File: src/rtl/core/cst_pkg.sv
// ----------------------------------------------------------------------------
// cst_pkg
// Types, character codes and record formats shared by the tokenizer files.
// ----------------------------------------------------------------------------
package cst_pkg;

  typedef enum logic [1:0] {
    MODE_IDLE,
    MODE_TEXT,
    MODE_DQ,
    MODE_SQ
  } mode_t;

  localparam logic [1:0] KIND_TOKEN = 2'd0;
  localparam logic [1:0] KIND_END   = 2'd1;
  localparam logic [1:0] KIND_ERROR = 2'd2;

  localparam logic [2:0] TT_LBRACE = 3'd0;
  localparam logic [2:0] TT_RBRACE = 3'd1;
  localparam logic [2:0] TT_LBRACK = 3'd2;
  localparam logic [2:0] TT_RBRACK = 3'd3;
  localparam logic [2:0] TT_SEPARATOR = 3'd4;
  localparam logic [2:0] TT_EQUAL  = 3'd5;
  localparam logic [2:0] TT_COLON  = 3'd6;
  localparam logic [2:0] TT_TEXT   = 3'd7;

  localparam logic [7:0] CH_TAB    = 8'h09;
  localparam logic [7:0] CH_CR     = 8'h0D;
  localparam logic [7:0] CH_SPACE  = 8'h20;
  localparam logic [7:0] CH_DQUOTE = 8'h22;
  localparam logic [7:0] CH_SQUOTE = 8'h27;
  localparam logic [7:0] CH_COMMA  = 8'h2C;
  localparam logic [7:0] CH_COLON  = 8'h3A;
  localparam logic [7:0] CH_EQUAL  = 8'h3D;
  localparam logic [7:0] CH_LBRACK = 8'h5B;
  localparam logic [7:0] CH_RBRACK = 8'h5D;
  localparam logic [7:0] CH_LBRACE = 8'h7B;
  localparam logic [7:0] CH_RBRACE = 8'h7D;

  localparam int MAX_RECS = 3;

  typedef struct packed {
    logic [1:0]  kind;
    logic [2:0]  token_type;
    logic [15:0] start;
    logic [15:0] length;
  } rec_t;

  // Records caused by one byte, packed from slot 0 upward.
  typedef struct packed {
    logic [1:0]                count;
    rec_t [MAX_RECS-1:0]       recs;
  } batch_t;

  function automatic logic is_ws(logic [7:0] c);
    return c inside {CH_SPACE, [CH_TAB:CH_CR]};
  endfunction

  function automatic logic is_single(logic [7:0] c);
    return c inside {CH_LBRACE, CH_RBRACE, CH_LBRACK, CH_RBRACK, CH_COMMA, CH_EQUAL,
                     CH_COLON};
  endfunction

  function automatic logic [2:0] single_type(logic [7:0] c);
    logic [2:0] t;
    case (c)
      CH_LBRACE: t = TT_LBRACE;
      CH_RBRACE: t = TT_RBRACE;
      CH_LBRACK: t = TT_LBRACK;
      CH_RBRACK: t = TT_RBRACK;
      CH_COMMA:  t = TT_SEPARATOR;
      CH_EQUAL:  t = TT_EQUAL;
      CH_COLON:  t = TT_COLON;
      default:   t = TT_TEXT;
    endcase
    return t;
  endfunction

endpackage

File: src/rtl/core/cst_in_if.sv
// ----------------------------------------------------------------------------
// cst_in_if
// Byte channel into the tokenizer: one string byte and its final flag a beat.
// ----------------------------------------------------------------------------
interface cst_in_if;
  logic       valid;
  logic       ready;
  logic [7:0] ch;
  logic       final_byte;

  modport source (output valid, output ch, output final_byte, input ready);
  modport sink   (input valid, input ch, input final_byte, output ready);
endinterface

File: src/rtl/core/cst_out_if.sv
// ----------------------------------------------------------------------------
// cst_out_if
// Token record channel out of the tokenizer: one record a beat.
// ----------------------------------------------------------------------------
interface cst_out_if;
  logic        valid;
  logic        ready;
  logic [1:0]  kind;
  logic [2:0]  token_type;
  logic [15:0] token_start;
  logic [15:0] token_length;
  logic        last_result;

  modport source (output valid, output kind, output token_type, output token_start,
                  output token_length, output last_result, input ready);
  modport sink   (input valid, input kind, input token_type, input token_start,
                  input token_length, input last_result, output ready);
endinterface

File: src/rtl/core/cst_scan.sv
// ----------------------------------------------------------------------------
// cst_scan
// Scanner state and the records that one byte causes, formed in one pass.
// ----------------------------------------------------------------------------
module cst_scan #(
  parameter longint unsigned MAX_LEN = 65536
) (
  input  logic            clk,
  input  logic            rst,
  input  logic            take,
  input  logic [7:0]      ch,
  input  logic            final_byte,
  output cst_pkg::batch_t batch
);
  import cst_pkg::*;

  localparam int PW = $clog2(MAX_LEN);
  localparam logic [PW-1:0] POS_MAX = PW'(MAX_LEN - 64'd1);

  mode_t         mode, mode_next;
  logic [PW-1:0] position, position_next;
  logic [PW-1:0] token_begin, token_begin_next;
  logic          started, started_next;

  logic          ws, ends_text, st;
  logic          close_text, close_quote, single_tok, flush_text, open_quote;
  mode_t         mode_a;
  logic [PW:0]   p1;
  logic [PW-1:0] p_sat;

  function automatic logic [PW-1:0] sat_len(logic [PW:0] endx, logic [PW-1:0] begin_pos);
    logic [PW:0] diff;
    diff = endx - {1'b0, begin_pos};
    return (diff > {1'b0, POS_MAX}) ? POS_MAX : diff[PW-1:0];
  endfunction

  function automatic logic [15:0] to16(logic [PW-1:0] v);
    logic [PW+15:0] w;
    w = {16'b0, v};
    return w[15:0];
  endfunction

  function automatic rec_t make_rec(logic [1:0] k, logic [2:0] t, logic [15:0] s,
                                    logic [15:0] l);
    rec_t r;
    r.kind       = k;
    r.token_type = t;
    r.start      = s;
    r.length     = l;
    return r;
  endfunction

  always_comb begin
    ws        = is_ws(ch);
    ends_text = ws || (is_single(ch) && ch != CH_COLON);
    st        = started || !ws;
    p1        = {1'b0, position} + {{PW{1'b0}}, 1'b1};
    p_sat     = (p1 > {1'b0, POS_MAX}) ? POS_MAX : p1[PW-1:0];

    close_text = st && mode == MODE_TEXT && ends_text;
    mode_a     = close_text ? MODE_IDLE : mode;

    close_quote = st && ((mode_a == MODE_DQ && ch == CH_DQUOTE) ||
                         (mode_a == MODE_SQ && ch == CH_SQUOTE));
    single_tok  = st && mode_a == MODE_IDLE && !ws && is_single(ch);

    mode_next        = mode_a;
    token_begin_next = token_begin;
    if (close_quote) begin
      mode_next = MODE_IDLE;
    end else if (st && mode_a == MODE_IDLE && !ws && !is_single(ch)) begin
      token_begin_next = position;
      if (ch == CH_DQUOTE) begin
        mode_next = MODE_DQ;
      end else if (ch == CH_SQUOTE) begin
        mode_next = MODE_SQ;
      end else begin
        mode_next = MODE_TEXT;
      end
    end

    flush_text = final_byte && st && mode_next == MODE_TEXT;
    open_quote = final_byte && st && (mode_next == MODE_DQ || mode_next == MODE_SQ);

    // Records go in the order the scanner finds them.
    batch = '0;
    if (close_text) begin
      batch.recs[batch.count] = make_rec(KIND_TOKEN, TT_TEXT, to16(token_begin),
                                         to16(sat_len({1'b0, position}, token_begin)));
      batch.count = batch.count + 2'd1;
    end
    if (close_quote) begin
      batch.recs[batch.count] = make_rec(KIND_TOKEN, TT_TEXT, to16(token_begin),
                                         to16(sat_len(p1, token_begin)));
      batch.count = batch.count + 2'd1;
    end
    if (single_tok) begin
      batch.recs[batch.count] = make_rec(KIND_TOKEN, single_type(ch), to16(position),
                                         16'd1);
      batch.count = batch.count + 2'd1;
    end
    if (flush_text) begin
      batch.recs[batch.count] = make_rec(KIND_TOKEN, TT_TEXT, to16(token_begin_next),
                                         to16(sat_len(p1, token_begin_next)));
      batch.count = batch.count + 2'd1;
    end
    if (open_quote) begin
      batch.recs[batch.count] = make_rec(KIND_ERROR, TT_TEXT, to16(token_begin_next),
                                         16'd0);
      batch.count = batch.count + 2'd1;
    end
    if (final_byte) begin
      batch.recs[batch.count] = make_rec(KIND_END, TT_LBRACE, 16'd0, 16'd0);
      batch.count = batch.count + 2'd1;
    end

    started_next  = st;
    position_next = st ? p_sat : position;
    if (final_byte) begin
      mode_next        = MODE_IDLE;
      position_next    = '0;
      token_begin_next = '0;
      started_next     = 1'b0;
    end
  end

  always_ff @(posedge clk) begin
    if (rst) begin
      mode        <= MODE_IDLE;
      position    <= '0;
      token_begin <= '0;
      started     <= 1'b0;
    end else if (take) begin
      mode        <= mode_next;
      position    <= position_next;
      token_begin <= token_begin_next;
      started     <= started_next;
    end
  end

  // Before the first non-whitespace byte nothing may be open or counted.
  a_idle_before_start: assert property (@(posedge clk) disable iff (rst)
    !started |-> (mode == MODE_IDLE && position == '0))
    else $error("scanner left idle before the string started");

  // An open token never begins after the current position.
  a_begin_order: assert property (@(posedge clk) disable iff (rst)
    token_begin <= position)
    else $error("token begin lies beyond the current position");

  // The position counter stops at its saturation point.
  a_pos_cap: assert property (@(posedge clk) disable iff (rst)
    position <= POS_MAX)
    else $error("position ran past its saturation point");

endmodule

File: src/rtl/core/config_spec_tokenizer.sv
// ----------------------------------------------------------------------------
// config_spec_tokenizer
// Streaming tokenizer that turns string bytes into token records.
// ----------------------------------------------------------------------------
// Each accepted byte updates the scanner and loads the zero to three records
// it causes into a result buffer in the same cycle; records then leave one
// per cycle in order while tokens.ready is high, the last one of a byte
// flagged by last_result. A byte is taken every cycle as long as at most one
// record is pending and it leaves in that cycle, so plain text streams at
// one byte per cycle; a byte that causes two or three records holds the
// input until all but its last record have left the buffer's single port.
// Positions and lengths saturate at MAX_LEN-1, reported in their low 16 bits.
module config_spec_tokenizer #(
  parameter longint unsigned MAX_LEN = 65536
) (
  input logic       clk,
  input logic       rst,
  cst_in_if.sink    chars,
  cst_out_if.source tokens
);
  import cst_pkg::*;

  batch_t     batch;
  rec_t       slots [MAX_RECS];
  logic [1:0] rem;
  logic [1:0] idx;
  logic       take;
  logic       give;

  cst_scan #(
    .MAX_LEN (MAX_LEN)
  ) u_scan (
    .clk        (clk),
    .rst        (rst),
    .take       (take),
    .ch         (chars.ch),
    .final_byte (chars.final_byte),
    .batch      (batch)
  );

  assign chars.ready = (rem == 2'd0) || (rem == 2'd1 && tokens.ready);
  assign take        = chars.valid && chars.ready;
  assign give        = tokens.valid && tokens.ready;

  assign tokens.valid        = rem != 2'd0;
  assign tokens.kind         = slots[idx].kind;
  assign tokens.token_type   = slots[idx].token_type;
  assign tokens.token_start  = slots[idx].start;
  assign tokens.token_length = slots[idx].length;
  assign tokens.last_result  = rem == 2'd1;

  always_ff @(posedge clk) begin
    if (rst) begin
      rem <= 2'd0;
      idx <= 2'd0;
    end else if (take) begin
      rem <= batch.count;
      idx <= 2'd0;
    end else if (give) begin
      rem <= rem - 2'd1;
      // The read pointer stays on the last record once the batch drains.
      if (rem != 2'd1) begin
        idx <= idx + 2'd1;
      end
    end
  end

  always_ff @(posedge clk) begin
    if (take) begin
      for (int i = 0; i < MAX_RECS; i++) begin
        slots[i] <= batch.recs[i];
      end
    end
  end

  a_ptr_bound: assert property (@(posedge clk) disable iff (rst)
    ({1'b0, idx} + {1'b0, rem}) <= 3'd3)
    else $error("result pointer runs past the loaded records");

  a_final_ends: assert property (@(posedge clk) disable iff (rst)
    (take && chars.final_byte) |=>
      (rem != 2'd0 && slots[rem - 2'd1].kind == KIND_END))
    else $error("final byte did not close with an end record");

  a_error_not_last: assert property (@(posedge clk) disable iff (rst)
    (tokens.valid && tokens.kind == KIND_ERROR) |-> !tokens.last_result)
    else $error("quote error record not followed by an end record");

endmodule

File: src/flat_wrapper.sv
// flat-port wrapper written by rule: the top's interface ports become plain ports
module config_spec_tokenizer_flat import cst_pkg::*;
#(
  parameter longint unsigned MAX_LEN = 65536
)
  (clk, rst, chars_valid, chars_ch, chars_final_byte, chars_ready, tokens_valid, tokens_kind, tokens_token_type, tokens_token_start, tokens_token_length, tokens_last_result, tokens_ready);
  cst_in_if chars_i ();
  cst_out_if tokens_i ();
  input logic clk;
  input logic rst;
  input wire logic [$bits(chars_i.valid)-1:0] chars_valid;
  input wire logic [$bits(chars_i.ch)-1:0] chars_ch;
  input wire logic [$bits(chars_i.final_byte)-1:0] chars_final_byte;
  output wire logic [$bits(chars_i.ready)-1:0] chars_ready;
  output wire logic [$bits(tokens_i.valid)-1:0] tokens_valid;
  output wire logic [$bits(tokens_i.kind)-1:0] tokens_kind;
  output wire logic [$bits(tokens_i.token_type)-1:0] tokens_token_type;
  output wire logic [$bits(tokens_i.token_start)-1:0] tokens_token_start;
  output wire logic [$bits(tokens_i.token_length)-1:0] tokens_token_length;
  output wire logic [$bits(tokens_i.last_result)-1:0] tokens_last_result;
  input wire logic [$bits(tokens_i.ready)-1:0] tokens_ready;
  assign chars_i.valid = chars_valid;
  assign chars_i.ch = chars_ch;
  assign chars_i.final_byte = chars_final_byte;
  assign chars_ready = chars_i.ready;
  assign tokens_valid = tokens_i.valid;
  assign tokens_kind = tokens_i.kind;
  assign tokens_token_type = tokens_i.token_type;
  assign tokens_token_start = tokens_i.token_start;
  assign tokens_token_length = tokens_i.token_length;
  assign tokens_last_result = tokens_i.last_result;
  assign tokens_i.ready = tokens_ready;
  config_spec_tokenizer #(.MAX_LEN(MAX_LEN)) u_core (.clk(clk), .rst(rst), .chars(chars_i), .tokens(tokens_i));
endmodule
File: config.mk
export PLATFORM = sky130hd
export DESIGN_NAME = config_spec_tokenizer_flat
export DESIGN_NICKNAME = d
export VERILOG_FILES = /design/src/rtl/core/cst_pkg.sv /design/src/rtl/core/cst_in_if.sv /design/src/rtl/core/cst_out_if.sv /design/src/rtl/core/cst_scan.sv /design/src/rtl/core/config_spec_tokenizer.sv /design/src/flat_wrapper.sv
export SDC_FILE = /design/constraint.sdc
export NUM_CORES = 1
export LEC_CHECK = 0
export BUFFER_PORTS_ARGS = -buffer_cell sky130_fd_sc_hd__buf_4
export CAP_MARGIN = 5
export CELL_PAD_IN_SITES_DETAIL_PLACEMENT = 1
export CELL_PAD_IN_SITES_GLOBAL_PLACEMENT = 1
export CORE_MARGIN = 2
export CORE_UTILIZATION = 53
export CTS_BUF_LIST = sky130_fd_sc_hd__clkbuf_16
export DETAILED_ROUTE_END_ITERATION = 10
export PLACE_DENSITY_LB_ADDON = 0.3
export SLEW_MARGIN = 20
export SYNTH_ARGS = -nofsm -noshare
export SYNTH_HDL_FRONTEND = slang
export SYNTH_SLANG_ARGS = --single-unit
File: constraint.sdc
create_clock -name clk -period 11.9 [get_ports clk]
set_clock_uncertainty 0.05 [all_clocks]
set_input_delay 0.595 -clock clk [delete_from_list [all_inputs] [get_ports clk]]
set_output_delay 0.595 -clock clk [all_outputs]
set_load 0.005 [all_outputs]
# Yosys cells after proc, flatten, opt, wreduce, memory -nomap -nowiden
# Memories as Yosys holds them, arrays and structs flattened. A register that Yosys moved wholly into a read port is not among the register bits.
# Cells that the tools add are included.
# word_totals
regBits	39
mem_bits_rw	111
word_cells	140
mem_count	1
# memory_table
memory	words	word_bits	read_ports	rd_clocked_by_memory_dff	wr	line_no	rtl
u_core.slots	3	37	1	1	3	config_spec_tokenizer.sv:24	rec_t slots [MAX_RECS];
# classes
add_sub_neg	11
order_cmp	16
eq_ne	19
mux	45
bitwise_logic	3
n_reduce_logical	39
# op_table
cell	n
2-to-1 mux 113 bit	5
bitwise mux 111 bit	4
demux 37 bit (select 2 bit)	5
2-to-1 mux 37 bit	5
2-to-1 mux 16 bit	9
AND 108 bit	1
inverter 108 bit	1
greater-than comparator 17 x 16 -> 1 bit (second input constant)	4
equality test 8 x 6 -> 1 bit (second input constant)	6
2-to-1 mux 35 bit	1
subtractor 17 x 16 -> 17 bit	2
equality test 8 x 7 -> 1 bit (second input constant)	4
logical AND 1 bit	22
one-hot mux 3 bit (7 select lines)	1
2-to-1 mux 2 bit	10
adder 16 x 1 -> 17 bit (second input constant)	1
subtractor 16 x 16 -> 17 bit	1
< comparator 2 x 3 -> 1 bit (second input constant)	5
adder 2 x 1 -> 2 bit (second input constant)	6
greater-or-equal comparator 2 x 1 -> 1 bit (second input constant)	5
equality test 2 bit (second input constant)	4
greater-or-equal comparator 8 x 4 -> 1 bit (second input constant)	1
less-or-equal comparator 8 x 4 -> 1 bit (second input constant)	1
!= test 8 x 6 -> 1 bit (second input constant)	1
13 further kinds	28

# Logic depth before layout (Yosys ltp)
# Gate-level depths: netlist (run 1).
# depth
ltp_word	40
ltp_mapped	25
ltp_nobuf	21

# Cells and area by module
# A second synthesis (run 1) with hierarchy kept.
# unflattened
cells_unflattened	1223
area_unflattened_um2	10896.7
# by_module_without_submodules
module	instances	cells_per_inst	area_each_um2
cst_scan	1	958	6511.2
config_spec_tokenizer	1	265	4385.5

# Least setup slack after synthesis (run 1)
# No wires, ideal clock.
# synth_timing
kind	input port to flip-flop
from	input port chars_ch[0]
to	memory u_core.slots[1][24] (netlist name) (data pin)
setup_time_ps	148
arrival_time_ps	4851
required_time_ps	11702
path_slack_ps	6851
path_stages	24
n_path_buf	4
path_cell_list	buf_4 -> and4b_1 -> nand3_1 -> and2_1 -> o22ai_1 -> and2_1 -> buf_2 -> inv_1 -> buf_1 -> ha_1 -> nand2_1 -> o22ai_1 -> inv_1 -> ha_1 -> mux2_2 -> inv_1 -> ha_1 -> mux2_2 -> ha_1 -> nand2_1 -> inv_1 -> nor2_1 -> clkbuf_1 -> o2bb2ai_1
# synth_rtl
item	line_no	rtl
start, declared	flat_wrapper.sv:12	input wire logic [$bits(chars_i.ch)-1:0] chars_ch;
end, declared	config_spec_tokenizer.sv:24	

==> results of run 1 <==
## state kept, by name (all words and copies together), names as in the netlist, named ones only
signal and count:
u_core.u_scan.started 1, u_core.u_scan.token_begin 16, u_core.u_scan.mode 2, u_core.rem 2, u_core.slots 111, u_core.u_scan.position 16
u_core.idx 2
## cells by family after synthesis
| logic type | share of synthesized area [%] |
|---|---|
| AOI/OAI and AO/OA | 23.21 |
| and+or+nand+nor | 14.96 |
| DFF | 38.64 |
| buffers and inverters | 4.935 |
| adders and majority gates | 8.007 |
| muxes | 5.424 |
| xor gates and xnor gates | 4.830 |
## worst paths after layout
kind	from	to	slack, ps
worst max-delay path	chars_ch[2]	u_core.slots[0][24]	6070
worst max register to register	u_core.u_scan.mode[1]	u_core.slots[0][24]	6300
worst min-delay path	rst	register	380
worst min register to register	u_core.u_scan.started	u_core.u_scan.started	470
## per-stage QoR
step                utilization (%)  setup slack [ps]  instances
floorplan                         -              6851       1172
global placement              55.99              6132       1437
detailed placement            56.02              5847       1437
CTS                           58.93              6189       1469
global route                  58.95              5736       1469
finish                        58.95              6070       1469
## metal layers
| metal | vias up | part of all wire (%) | global-route usage (%) |
|---|---|---|---|
| li1 | 4357 | - | - |
| met1 | 4741 | 40 | 38.16 |
| met2 | 339 | 50 | 55.83 |
| met3 | 120 | 4.6 | 4.750 |
| met4 | 0 | 5.1 | 17.14 |
| met5 | - | 0 | 0 |
## worst reg2reg max path: cells and delay by family (launching register included)
kind,cells,cell delay (ps)
and+or+nand+nor,5,1940
adders and majority gates,4,1100
buffers and inverters,4,740
AOI/OAI and AO/OA,3,600
DFF,1,500
muxes,2,380
## layout make-up
type	count	area share (%)
timing repair buffer	59	3.749
clock inverter	15	1.334
sequential	152	35.20
inverter	56	1.800
clock buffer	17	3.601
tap	270	2.860
multi-input combinational	900	51.45
## power by group
part	internal [mW]	switching, mW	total, mW
clock network	0.280	0.266	0.546
registers	0.642	0.0244	0.666
logic	0.108	0.174	0.282
total	1.03	0.464	1.49
## synthesized netlist by cell type, drive strengths merged (24+ instances only)
cell type	number
o22ai	28
nor2	86
dfxtp	41
mux2i	56
a21oi	82
ha	64
nor3	24
xnor2	38
edfxtp	111
inv	55
o21ai	130
nand2	127
clkbuf	43
## cell usage in the layout (no fill, tap or decap), types with 5 or more instances in the layout
cell and n:
o21ai_0 115, o211ai_1 13, a22oi_1 17, and3_1 14, buf_4 59, a211oi_1 9
a31oi_1 7, inv_1 56, ha_1 64, nor2b_1 9, o21ai_2 11, xor2_1 16
nor3_1 22, o21a_1 17, mux2i_1 56, nand3_1 19, and2_1 7, edfxtp_1 111
nor2_1 83, a21oi_1 78, dfxtp_1 39, a21o_1 15, nor3b_1 6, xnor2_1 37
o21bai_1 5, o22ai_1 28, nand2_1 127, nand4_1 6, clkbuf_16 17, o2bb2ai_1 18
==> reports/metrics.sh, run 1 <==
OUTCOME='finished, final reports clean'
LAYOUT.AREA.SEQ_UM2=4159
DRC=0
MULTIINPUTGATEAREA_UM2=6078
FINAL.SETUP.TNS_PS=0
PORT_BUFFERS=52
TIMING.SLEW.HEADROOM_PCT=38.51
MIN-DELAY-PATH-CLASS='input pin to register'
DPL.HPWL_MM=24.05
SYNTH.TOP_CELLS.BY_AREA='edfxtp_1 31%, dfxtp_1 7.6%, ha_1 7.4%'
GRT_START_MAX_NET_PINS=75
CP-END-KIND='register'
DETAIL-ROUTE-ANTENNA-NETS=0
VDD.IR_DROP.WORST_mV=0.1044
CRITICAL_PATH_BUF_INV_COUNT=4
DIE_WD_UM=146.4
PATH_COMMON_CELL='ha_1'
CELLLEAKAGEPOWER_nW=4.333
FILL_CELLS=2341
FMAX_GHz=0.1715
TRITONCTS.NUM_BUFFERS=17
CTS_SETUP_BUFFERS=0
SYNTH_LARGEST_AREA_CELL='edfxtp_1'
WL_PER_CELL_UM=23.13
CTS_SINKS=152
CP.REQUIRED_PS=12000
AREA_GROWTH_PCT=9.893
CRITPATHKIND='input pin to register'
CPLARGESTDELAYFAMILY='simple AND/OR/NAND/NOR gates'
SHARE_OF_YOSYS_CELL_AREA_CLAIMED_BY_THE_TOP_AREA_CELL_TYPE_PCT=31.01
CTS_REPAIR_RESIZE_COUNT=0
DRT_WL_TOTAL_MM=33.98
WORSTHOLDPATHCELLS=2
TIMING_WORST_SLEW_PIN_VALUE_PS=922.4
CRITPATHMAXFANOUT=21
PERIOD_NEEDED_PS=5830
N_ANTENNA_CELL=0
NETLIST_INSTANCES=1172
SYNTH.YOSYS.WARNINGS=0
NETS=1266
WORST-ENDPOINT-ARRIVAL_PS=5930
DESIGN_POWER_TOTAL_mW=1.494
DETAILEDROUTE.FIRSTPASSITERATIONCOUNT=5
CORE_FOOTPRINT_UM2=20040
TRITONCTS_CLOCK_TREE='built'
MAX_STAGE_DELAY_PS=720
YOSYSSEQAREASHARE_PCT=38.64
REPORT.FINAL.SETUP_VIOL=0
DPL-INSTANCE-AREA_UM2=11230
DR_TOTAL_VIAS=9557
NUMBER_OF_MAXIMUM_CAPACITANCE_CONSTRAINT_VIOLATIONS=0
ROUTE.DETAILED.VIAS_PER_INST=6.506
FIN_HOLD_WS_PS=378.7
RATIO_OF_CELLS_WITH_DRIVE_ABOVE_1_IN_THE_FINAL_LAYOUT_PCT=11.18
FINAL-MAX-SLEW-VIOLATION-COUNT=0
FIN_CRIT_SH_PCT=48.99
WORSTPATHCELLLIST='buf_4, or4b_1, a21oi_2, o21ai_2, o22ai_1, and2_1, inv_1, ha_1, nand2_1, o22ai_1, inv_1, ha_1, mux2_2, inv_1, ha_1, mux2_2, ha_1, and2_1, nand2b_1, o22ai_1'
SYNTH_ENABLE_FLOP_CELLS=111
SYNTH-SEQ-CELLS=152
FIRST_ITER_VIOLATIONS=755
HOLD_VIOLATIONS=0
SYNTHESIS.AREA_PER_INSTANCE_UM2=9.173
NUMBER_OF_GLOBAL_ROUTE_VIAS_BEFORE_REPAIR=10040
CTS.CLK_SLEW.WORST_PATHS_PS=70
SYNTH-ASYNC-RESET-RATIO_PCT=0
NUMBER_OF_H_TREE_LEVELS=4
CTSROOTBUFFERMASTER='clkbuf_16'
GRT_SETUP_UNREPAIRED='false'
SYNTH.LIB_CELLS_USED.DISTINCT=87
GLOBAL_ROUTE.OVERFLOW_TOTAL=0
PLACE.GP.CONGESTION=0.9110
FLOORPLAN.DIE_AREA_UM2=21440
CLK_PATH_BUF_DEPTH=2
GLOBAL_ROUTE_WIRE_LENGTH_BEFORE_REPAIR_MM=54.10
GRT_ANTENNA_BEFORE_REPAIR=0
FINAL_AREA_UM2=11810
SYNTH_FLOP_CELL='edfxtp_1'
MAPPEDNETLISTAREA_UM2=10750
DIE_HEIGHT_UM=146.4
NUM_ROWS=52
INITIAL_CORE_UTIL_PCT=53.65
WORST_R2R_PATH_DEPTH=18
CP_SLOWEST_CELL='and2_1'
INSERTION_DELAY_PS=460
IO_PINS=53
PATH_DEPTH=20
POST_CTS_HOLD_BUFFER_COUNT=0
POWER.DENSITY_nW_PER_UM2=126.5
CRITPATHLAUNCHTYPE='input pin'
GRTUSAGETOTAL_PCT=31.99
SYNTH.NET_COUNT=1252
(Power assumes the default switching activity.)
==> inputs of run 2 (changes only) <==
- ABC_AREA: default -> 1
- CORE_UTILIZATION: 53 -> 42
- clock period: 11.9 -> 4.85 ns (I/O delays scaled with it)
==> run 2 against run 1 <==
Compared with the run above:
- the flow now finishes with violations (design-rule violations)
- die area is 31% higher
- via count is 15% higher
- final area up 7.6%
- routed wire length increased by 19%
- combinational power grew to 9.4 times the previous value
- critical path depth increased by 4
- sequential cell count did not move
- first-iteration DRC count fell by 0.40%
- non-clock buffer count up 31
- sequential power increased to 2.8 times the previous value
- cell count up 30%
- critical path type is now register to register
- critical endpoint is now u_core.slots[0][9]
==> reports/metrics.sh, run 2 <==
OUTCOME='finished, violations left'
FAILED_CHECKS='design-rule violations'
DESIGN_POWER_TOTAL_mW=6.012  # +300%
SYNTH.NET_COUNT=1592  # +27%
YOSYSSEQAREASHARE_PCT=37.01  # -1.6 points
PLACE.GP.CONGESTION=0.9492  # +4.2%
CP.REQUIRED_PS=4960  # -7040 ps
LARGEST_REGISTER_FF_COUNT=111  # unchanged
CP-END-KIND='register'
TOP_LIBRARY_CELLS_BY_USAGE_IN_THE_LAYOUT_FILL_AND_TAPS_ASIDE='327 x nand2_1, 181 x a21oi_1, 163 x inv_1'
PATH_COMMON_CELL='nand2_1'
COMB_POWER_SHARE_PCT=44.3  # +25 points
TRITONCTS.NUM_BUFFERS=17  # unchanged
NUMBER_OF_GLOBAL_ROUTE_VIAS_BEFORE_REPAIR=11340  # +13%
POST_CTS_HOLD_BUFFER_COUNT=0  # unchanged
NUMBER_OF_H_TREE_LEVELS=4  # unchanged
CORE_FOOTPRINT_UM2=26130  # +30%
WORSTPATHCELLLIST='inv_1, nand2_1, a21oi_2, nand2_4, nand2_4, nand3_4, nand2_1, o21ai_0, inv_1, ha_1, inv_1, fa_1, nand2_1, inv_1, o21ai_0, nand2_1, a21oi_1, nand3b_1, a21o_1, nand2_1, a21oi_1, nand2_1, nand2_1, a21oi_1'
FINAL-MAX-SLEW-VIOLATION-COUNT=0  # unchanged
SW_FRAC_OF_TOTAL_PCT=40.71  # +9.6 points
TIMING.RR.START='u_core.u_scan.mode[1]'
DETAILEDROUTE.FIRSTPASSITERATIONCOUNT=9  # +4
MAPPEDNETLISTAREA_UM2=11220  # +4.4%
MIN_DELAY_SRC='rst'
DR_TOTAL_VIAS=10960  # +15%
CTS_SINKS=152  # unchanged
P_SEQ_SHARE_PCT=31.5  # -13 points
GRTUSAGETOTAL_PCT=29.04  # -2.9 points
TOP_REGISTER='u_core.slots'
CELLLEAKAGEPOWER_nW=6.002  # +39%
CTSROOTBUFFERMASTER='clkbuf_16'
SYNTH.LIB_CELLS_USED.DISTINCT=59  # -32%
SYNTH_FLOP_CELL='edfxtp_1'
TRITONCTS_CLOCK_TREE='built'
NUM_ROWS=59  # +13%
DRC=2  # +2
HOLD_PATH_END='u_core.rem[0]'
FINAL_CELL_COUNT_NO_FILL=1912  # +30%
PORT_BUFFERS=52  # unchanged
N_ANTENNA_CELL=0  # unchanged
FMAX_GHz=0.2157
DPL-INSTANCE-AREA_UM2=12020  # +7.0%
FILL_CELLS=3338  # +43%
INSERTION_DELAY_PS=420  # -40 ps
DETAIL-ROUTE-ANTENNA-NETS=0  # unchanged
R2R_END='u_core.slots[0][9]'
NETLIST_INSTANCES=1512  # +29%
RATIO_OF_CELLS_WITH_DRIVE_ABOVE_1_IN_THE_FINAL_LAYOUT_PCT=12.62  # +1.4 points
SYNTH.YOSYS.WARNINGS=0  # unchanged
SWITCHINGPOWER_mW=2.448  # +430%
MAX_STAGE_DELAY_PS=520  # -200 ps
ROUTE.DETAILED.VIAS_PER_INST=5.732  # -12%
WL_PER_CELL_UM=21.22  # -8.2%
SYNTH_ENABLE_FLOP_CELLS=111  # unchanged
CRITPATHMAXFANOUT=6  # -71%
CLK_PATH_BUF_DEPTH=2  # unchanged
GRT_START_MAX_NET_PINS=58  # -23%
SYNTHESIS.AREA_PER_INSTANCE_UM2=7.423  # -19%
SHARE_OF_YOSYS_CELL_AREA_CLAIMED_BY_THE_TOP_AREA_CELL_TYPE_PCT=29.70  # -1.3 points
YOSYSMOSTFREQUENTCELL='nand2_1'
DIE_WD_UM=167.5  # +14%
GRT_SETUP_UNREPAIRED='false'
NUMBER_OF_MAXIMUM_CAPACITANCE_CONSTRAINT_VIOLATIONS=0  # unchanged
IO_PINS=53  # unchanged
SYNTH_LARGEST_AREA_CELL='edfxtp_1'
SYNTH-ASYNC-RESET-RATIO_PCT=0  # unchanged
FIRST_ITER_VIOLATIONS=752  # -0.40%
CRITPATHKIND='register to register'
NETS=1644  # +30%
PLACED_CELLS_INCL_TAPS=1876  # +31%
CP_SLOWEST_CELL='a21oi_1'
WORST-ENDPOINT-ARRIVAL_PS=4740  # -1190 ps
HOLD_VIOLATIONS=0  # unchanged
DIE_HEIGHT_UM=167.5  # +14%
DRT_WL_TOTAL_MM=40.58  # +19%
LAYOUT_COMMONEST_CELL='nand2_1'
FINAL.SETUP.TNS_PS=0  # unchanged
GRT_ANTENNA_BEFORE_REPAIR=0  # unchanged
INTERNAL_POWER_mW=3.565  # +250%
INITIAL_CORE_UTIL_PCT=42.95  # -11 points
CTS.CLK_SLEW.WORST_PATHS_PS=70  # about the same
PERIOD_NEEDED_PS=4636
FLOORPLAN.DIE_AREA_UM2=28050  # +31%
GLOBAL_ROUTE.OVERFLOW_TOTAL=0  # unchanged
SYNTH.TOP_CELLS.BY_COUNT='327 x nand2_1, 181 x a21oi_1, 165 x inv_1'
MIN-DELAY-PATH-CLASS='input pin to register'
CRITPATHLAUNCHTYPE='register'
AREA_GROWTH_PCT=13.21
TIMING_WORST_SLEW_PIN_VALUE_PS=1206  # +283.6 ps
REG2REG_SETUP_SLACK_PS=210  # -6090 ps
POWER.DENSITY_nW_PER_UM2=473.2  # +270%
SYNTH.TOP_CELLS.BY_AREA='edfxtp_1 30%, nand2_1 11%, a21oi_1 8.1%'
FINISH.UTILIZATION_PCT=48.62  # -10 points
VDD.IR_DROP.WORST_mV=0.2602  # +150%
FIN_CRIT_SH_PCT=95.59
WORSTHOLDPATHCELLS=4  # +2
REPORT.FINAL.SETUP_VIOL=0  # unchanged
DPL.HPWL_MM=29.95  # +25%
SYNTH-SEQ-CELLS=152  # unchanged
FINAL_AREA_UM2=12710  # +7.6%
REG.LARGEST.LIST='u_core.slots (111), u_core.u_scan.position (16), u_core.u_scan.token_begin (16)'
WORST_R2R_PATH_DEPTH=24  # +6
GLOBAL_ROUTE_WIRE_LENGTH_BEFORE_REPAIR_MM=63.57  # +17%
CLOCK_POWER_SHARE_PCT=24.3  # -12 points
TIMING.SLEW.HEADROOM_PCT=19.30  # -19 points
## run 2: repair_timing
action	4_1_cts	5_1_grt
buffers inserted	0	4
gates resized for setup	0	5
endpoints found under the setup margin	0	21
## run 2: cell families (layout without fill, tap and decap cells)
logic type	Yosys count	after routing	share of synthesized area (%)
xor+xnor	38	38	2.965
simple gates	609	609	23.87
compound gates	409	409	19.98
buf+inv	237	302	8.506
flops	152	152	37.01
fa+ha+maj	67	67	7.670
## run 2: power by group through the flow
stage / Clock [mW] / Combinational, mW / Sequential [mW]
after floorplan: 0 / 1.64 / 1.91
after global placement: 0 / 2.51 / 1.91
after detailed placement: 0 / 2.56 / 1.92
after CTS: 1.47 / 2.60 / 1.89
after global routing: 1.51 / 2.94 / 1.92
final: 1.46 / 2.66 / 1.89
## run 2: routing by layer
metal / vias to the layer above / track usage, % / wire (µm)
li1: 5202 / - / -
met1: 5378 / 38.48 / 18150
met2: 319 / 49.95 / 19550
met3: 61 / 4.278 / 2128
met4: 0 / 7.297 / 746
met5: - / 0 / 0
## run 2: critical path: cells and delay by family, from the launching register on
family                   cells  cell delay [ps]
flip-flops                   1              380
adder cells (fa/ha/maj)      2              600
buffers and inverters        4              480
AO/OA/AOI/OAI                7             1530
AND/OR/NAND/NOR             11             1330
## run 2: final cells by class
class	count	area, µm²	share of cell area (%)
flip-flops and latches	152	4154	32.69
repair buffers	90	675.6	5.318
clock inverters	15	209.0	1.645
multi-input cells	1123	6136	48.29
well taps	335	419.2	3.299
inverters	180	686.9	5.406
clock buffers	17	425.4	3.348
## run 2: how the worst max path moves through the flow
stage | startpoint | end | slack [ps] | cells past startpoint
3_5_place_dp | chars_ch[1] | u_core.slots[0][2] | 120 | 29
5_1_grt | u_core.u_scan.position[0] | u_core.slots[0][13] | 20 | 20
4_1_cts | u_core.u_scan.mode[1] | u_core.slots[0][2] | 180 | 24
3_3_place_gp | u_core.u_scan.position[0] | u_core.slots[0][15] | 200 | 17
2_1_floorplan | u_core.rem[0] | u_core.u_scan.position[10] | 680 | 11
6_report | u_core.u_scan.mode[1] | u_core.slots[0][9] | 210 | 24
## run 2: through the flow
step,worst slack (ps),hold slack (ps)
floorplan,678.5,394.6
global placement,200.5,422.1
detailed placement,117.5,430.1
CTS,175.8,150.6
global route,16.41,187.7
finish,213.7,166.1
==> inputs of run 3 (changes only) <==
- CORE_UTILIZATION: 42 -> 47
- MAX_ROUTING_LAYER: default -> met4
- clock period: 4.85 -> 5.1 ns (I/O delays scaled with it)
==> run 3 against run 2 <==
Compared with the run above:
- worst setup slack better by 98 ps
- final area is 1.4% lower
- largest power group unchanged
- utilization is 4.8 points higher
- sequential cell count stayed put
- critical path depth is 2 lower
- worst hold slack better by 7.0 ps
- the run now ends clean
- critical endpoint is now u_core.slots[0][14]
- register-to-register slack better by 98 ps
==> reports/metrics.sh, run 3 (synthesis results as in run 2) <==
OUTCOME='finished, final reports clean'
WL_PER_CELL_UM=21.90  # +3.2%
IO_PINS=53  # unchanged
NETS=1630  # -0.85%
WORST-ENDPOINT-ARRIVAL_PS=4950  # +210 ps
RATIO_OF_CELLS_WITH_DRIVE_ABOVE_1_IN_THE_FINAL_LAYOUT_PCT=11.84  # -0.78 points
TRITONCTS.NUM_BUFFERS=17  # unchanged
GRT_START_MAX_NET_PINS=79  # +36%
FINAL_AREA_UM2=12530  # -1.4%
CRIT_END='u_core.slots[0][14]'
TIMING.SLEW.HEADROOM_PCT=26.71  # +7.4 points
CLK_PATH_BUF_DEPTH=2  # unchanged
PERIOD_NEEDED_PS=4789  # +152.3 ps
GRT_USE_MET1_PCT=42.50  # +4.0 points
DETAIL-ROUTE-ANTENNA-NETS=0  # unchanged
DPL.HPWL_MM=29.82  # -0.45%
CRITPATHMAXFANOUT=15  # +9
CELLLEAKAGEPOWER_nW=5.905  # -1.6%
TOP_LIBRARY_CELLS_BY_USAGE_IN_THE_LAYOUT_FILL_AND_TAPS_ASIDE='326 x nand2_1, 181 x a21oi_1, 164 x inv_1'
CTS.CLK_SLEW.WORST_PATHS_PS=80  # about the same
DRC=0  # -2
FINAL-MAX-SLEW-VIOLATION-COUNT=0  # unchanged
REG.LARGEST.LIST='u_core.slots (111), u_core.u_scan.position (16), u_core.u_scan.token_begin (16)'
DIE_WD_UM=158.5  # -5.3%
NUMBER_OF_GLOBAL_ROUTE_VIAS_BEFORE_REPAIR=11380  # +0.36%
CP.REQUIRED_PS=5260  # +300 ps
FLOORPLAN.DIE_AREA_UM2=25130  # -10%
FIRST_ITER_VIOLATIONS=925  # +23%
DPL-INSTANCE-AREA_UM2=11910  # -0.85%
CRITPATHLAUNCHTYPE='register'
WORST_R2R_PATH_DEPTH=22  # -8.3%
CORE_FOOTPRINT_UM2=23470  # -10%
GRT_ANTENNA_BEFORE_REPAIR=1  # +1
DIE_HEIGHT_UM=158.5  # -5.3%
PORT_BUFFERS=52  # unchanged
INITIAL_CORE_UTIL_PCT=47.81  # +4.9 points
LARGEST_REGISTER_FF_COUNT=111  # unchanged
NUMBER_OF_MAXIMUM_CAPACITANCE_CONSTRAINT_VIOLATIONS=0  # unchanged
ROUTE.DETAILED.VIAS_PER_INST=5.963  # +4.0%
HOLD_VIOLATIONS=0  # unchanged
DR_TOTAL_VIAS=11230  # +2.5%
REG2REG_SETUP_SLACK_PS=310  # +100 ps
GR-USAGE-MET3_PCT=6.260  # +2.0 points
FMAX_GHz=0.2088  # -3.2%
NUM_ROWS=56  # -5.1%
R2R_END='u_core.slots[0][14]'
CRITPATHKIND='register to register'
GRTUSAGEMET2_PCT=55.16  # +5.2 points
MIN-DELAY-PATH-CLASS='input pin to register'
PLACE.GP.CONGESTION=0.9972  # +5.1%
DRT_WL_TOTAL_MM=41.23  # +1.6%
FINAL.SETUP.TNS_PS=0  # unchanged
GRTUSAGETOTAL_PCT=34.07  # +5.0 points
POWER.DENSITY_nW_PER_UM2=451.3  # -4.6%
WORST_SETUP_PATH_STARTPOINT='u_core.u_scan.position[0]'
GRT_SETUP_UNREPAIRED='false'
CP-END-KIND='register'
REPORT.FINAL.SETUP_VIOL=0  # unchanged
GLOBAL_ROUTE.OVERFLOW_TOTAL=0  # unchanged
GLOBAL_ROUTE_WIRE_LENGTH_BEFORE_REPAIR_MM=63.06  # -0.80%
POST_CTS_HOLD_BUFFER_COUNT=0  # unchanged
TRITONCTS_CLOCK_TREE='built'
VDD.IR_DROP.WORST_mV=0.2565  # -1.4%
FIN_CRIT_SH_PCT=93.89  # -1.7 points
FIN_WS_PS=311.5  # +97.74 ps
DPL_WORST_SLACK_PS=39.71  # -77.77 ps
AREA_GROWTH_PCT=11.64
TOP_REGISTER='u_core.slots'
DETAILEDROUTE.FIRSTPASSITERATIONCOUNT=5  # -4
NUMBER_OF_H_TREE_LEVELS=4  # unchanged
INSERTION_DELAY_PS=450  # +30 ps
WORSTHOLDPATHCELLS=4  # unchanged
CTSROOTBUFFERMASTER='clkbuf_16'
TIMING_WORST_SLEW_PIN_VALUE_PS=1093  # -112.6 ps
CTS_SINKS=152  # unchanged
LAYOUT_COMMONEST_CELL='nand2_1'
TOP_USAGE_LAYER='met2'
TIMING.RR.START='u_core.u_scan.position[0]'
## run 3: power by group
part           internal, mW  switching, mW
combinational         0.846           1.68
clock                 0.715          0.600
sequential             1.71          0.101
## run 3: layout make-up
type	instances	area [µm²]
inverters	180	686.9
clock buffers	18	450.4
multi-input cells	1124	6132
repair buffers	75	563.0
well taps	319	399.1
flip-flops and latches	152	4155
diodes	1	2.502
clock inverters	14	140.1
fillers	2975	10940
## run 3: how the worst min path moves through the flow
| stage | start | to | slack [ps] |
|---|---|---|---|
| floorplan | u_core.idx[1] | register | 410 |
| global placement | u_core.idx[1] | u_core.idx[1] | 420 |
| detailed placement | u_core.idx[1] | register | 430 |
| CTS | rst | u_core.rem[0] | 160 |
| global route | rst | u_core.rem[0] | 230 |
| finish | rst | u_core.rem[0] | 170 |
## run 3: timing repair
action / 4_1_cts / 5_1_grt
setup buffers: 0 / 0
gates resized for setup: 0 / 4
setup endpoints to repair: 0 / 34
## run 3: per-stage QoR
stage | power (mW) | hold WS [ps] | std cells | util, %
3_3_place_gp | 4.140 | 416.3 | 1849 | 50.76
2_1_floorplan | 3.376 | 406.7 | 1512 | -
3_5_place_dp | 4.269 | 432.3 | 1849 | 50.76
5_1_grt | 5.966 | 230.1 | 1883 | 53.38
4_1_cts | 5.602 | 160.3 | 1881 | 53.27
6_report | 5.655 | 173.1 | 1883 | 53.38
## run 3: worst max-delay path, stage by stage (launching register included)
cell	delay, ps
dfxtp_1	590
ha_1	290
nand4_1	170
nor2_1	230
nand3_1	170
nor2_1	170
inv_1	100
nor4_1	260
xor2_1	280
ha_1	330
nand2_1	110
nor2_1	60
a211oi_1	160
o21ai_0	150
xnor2_1	390
buf_4	300
nand2_1	160
nand2_1	130
nand2_1	140
nand2_1	120
nand2_1	60
nand2_1	90
nor2_1	50
## run 3: layer usage
layer | routed length, µm | share of wire (%) | up-vias
met4 | 1340 | 3.3 | 0
met1 | 17400 | 42 | 5499
li1 | - | - | 5179
met5 | 0 | 0 | -
met2 | 19260 | 47 | 449
met3 | 3222 | 7.8 | 102
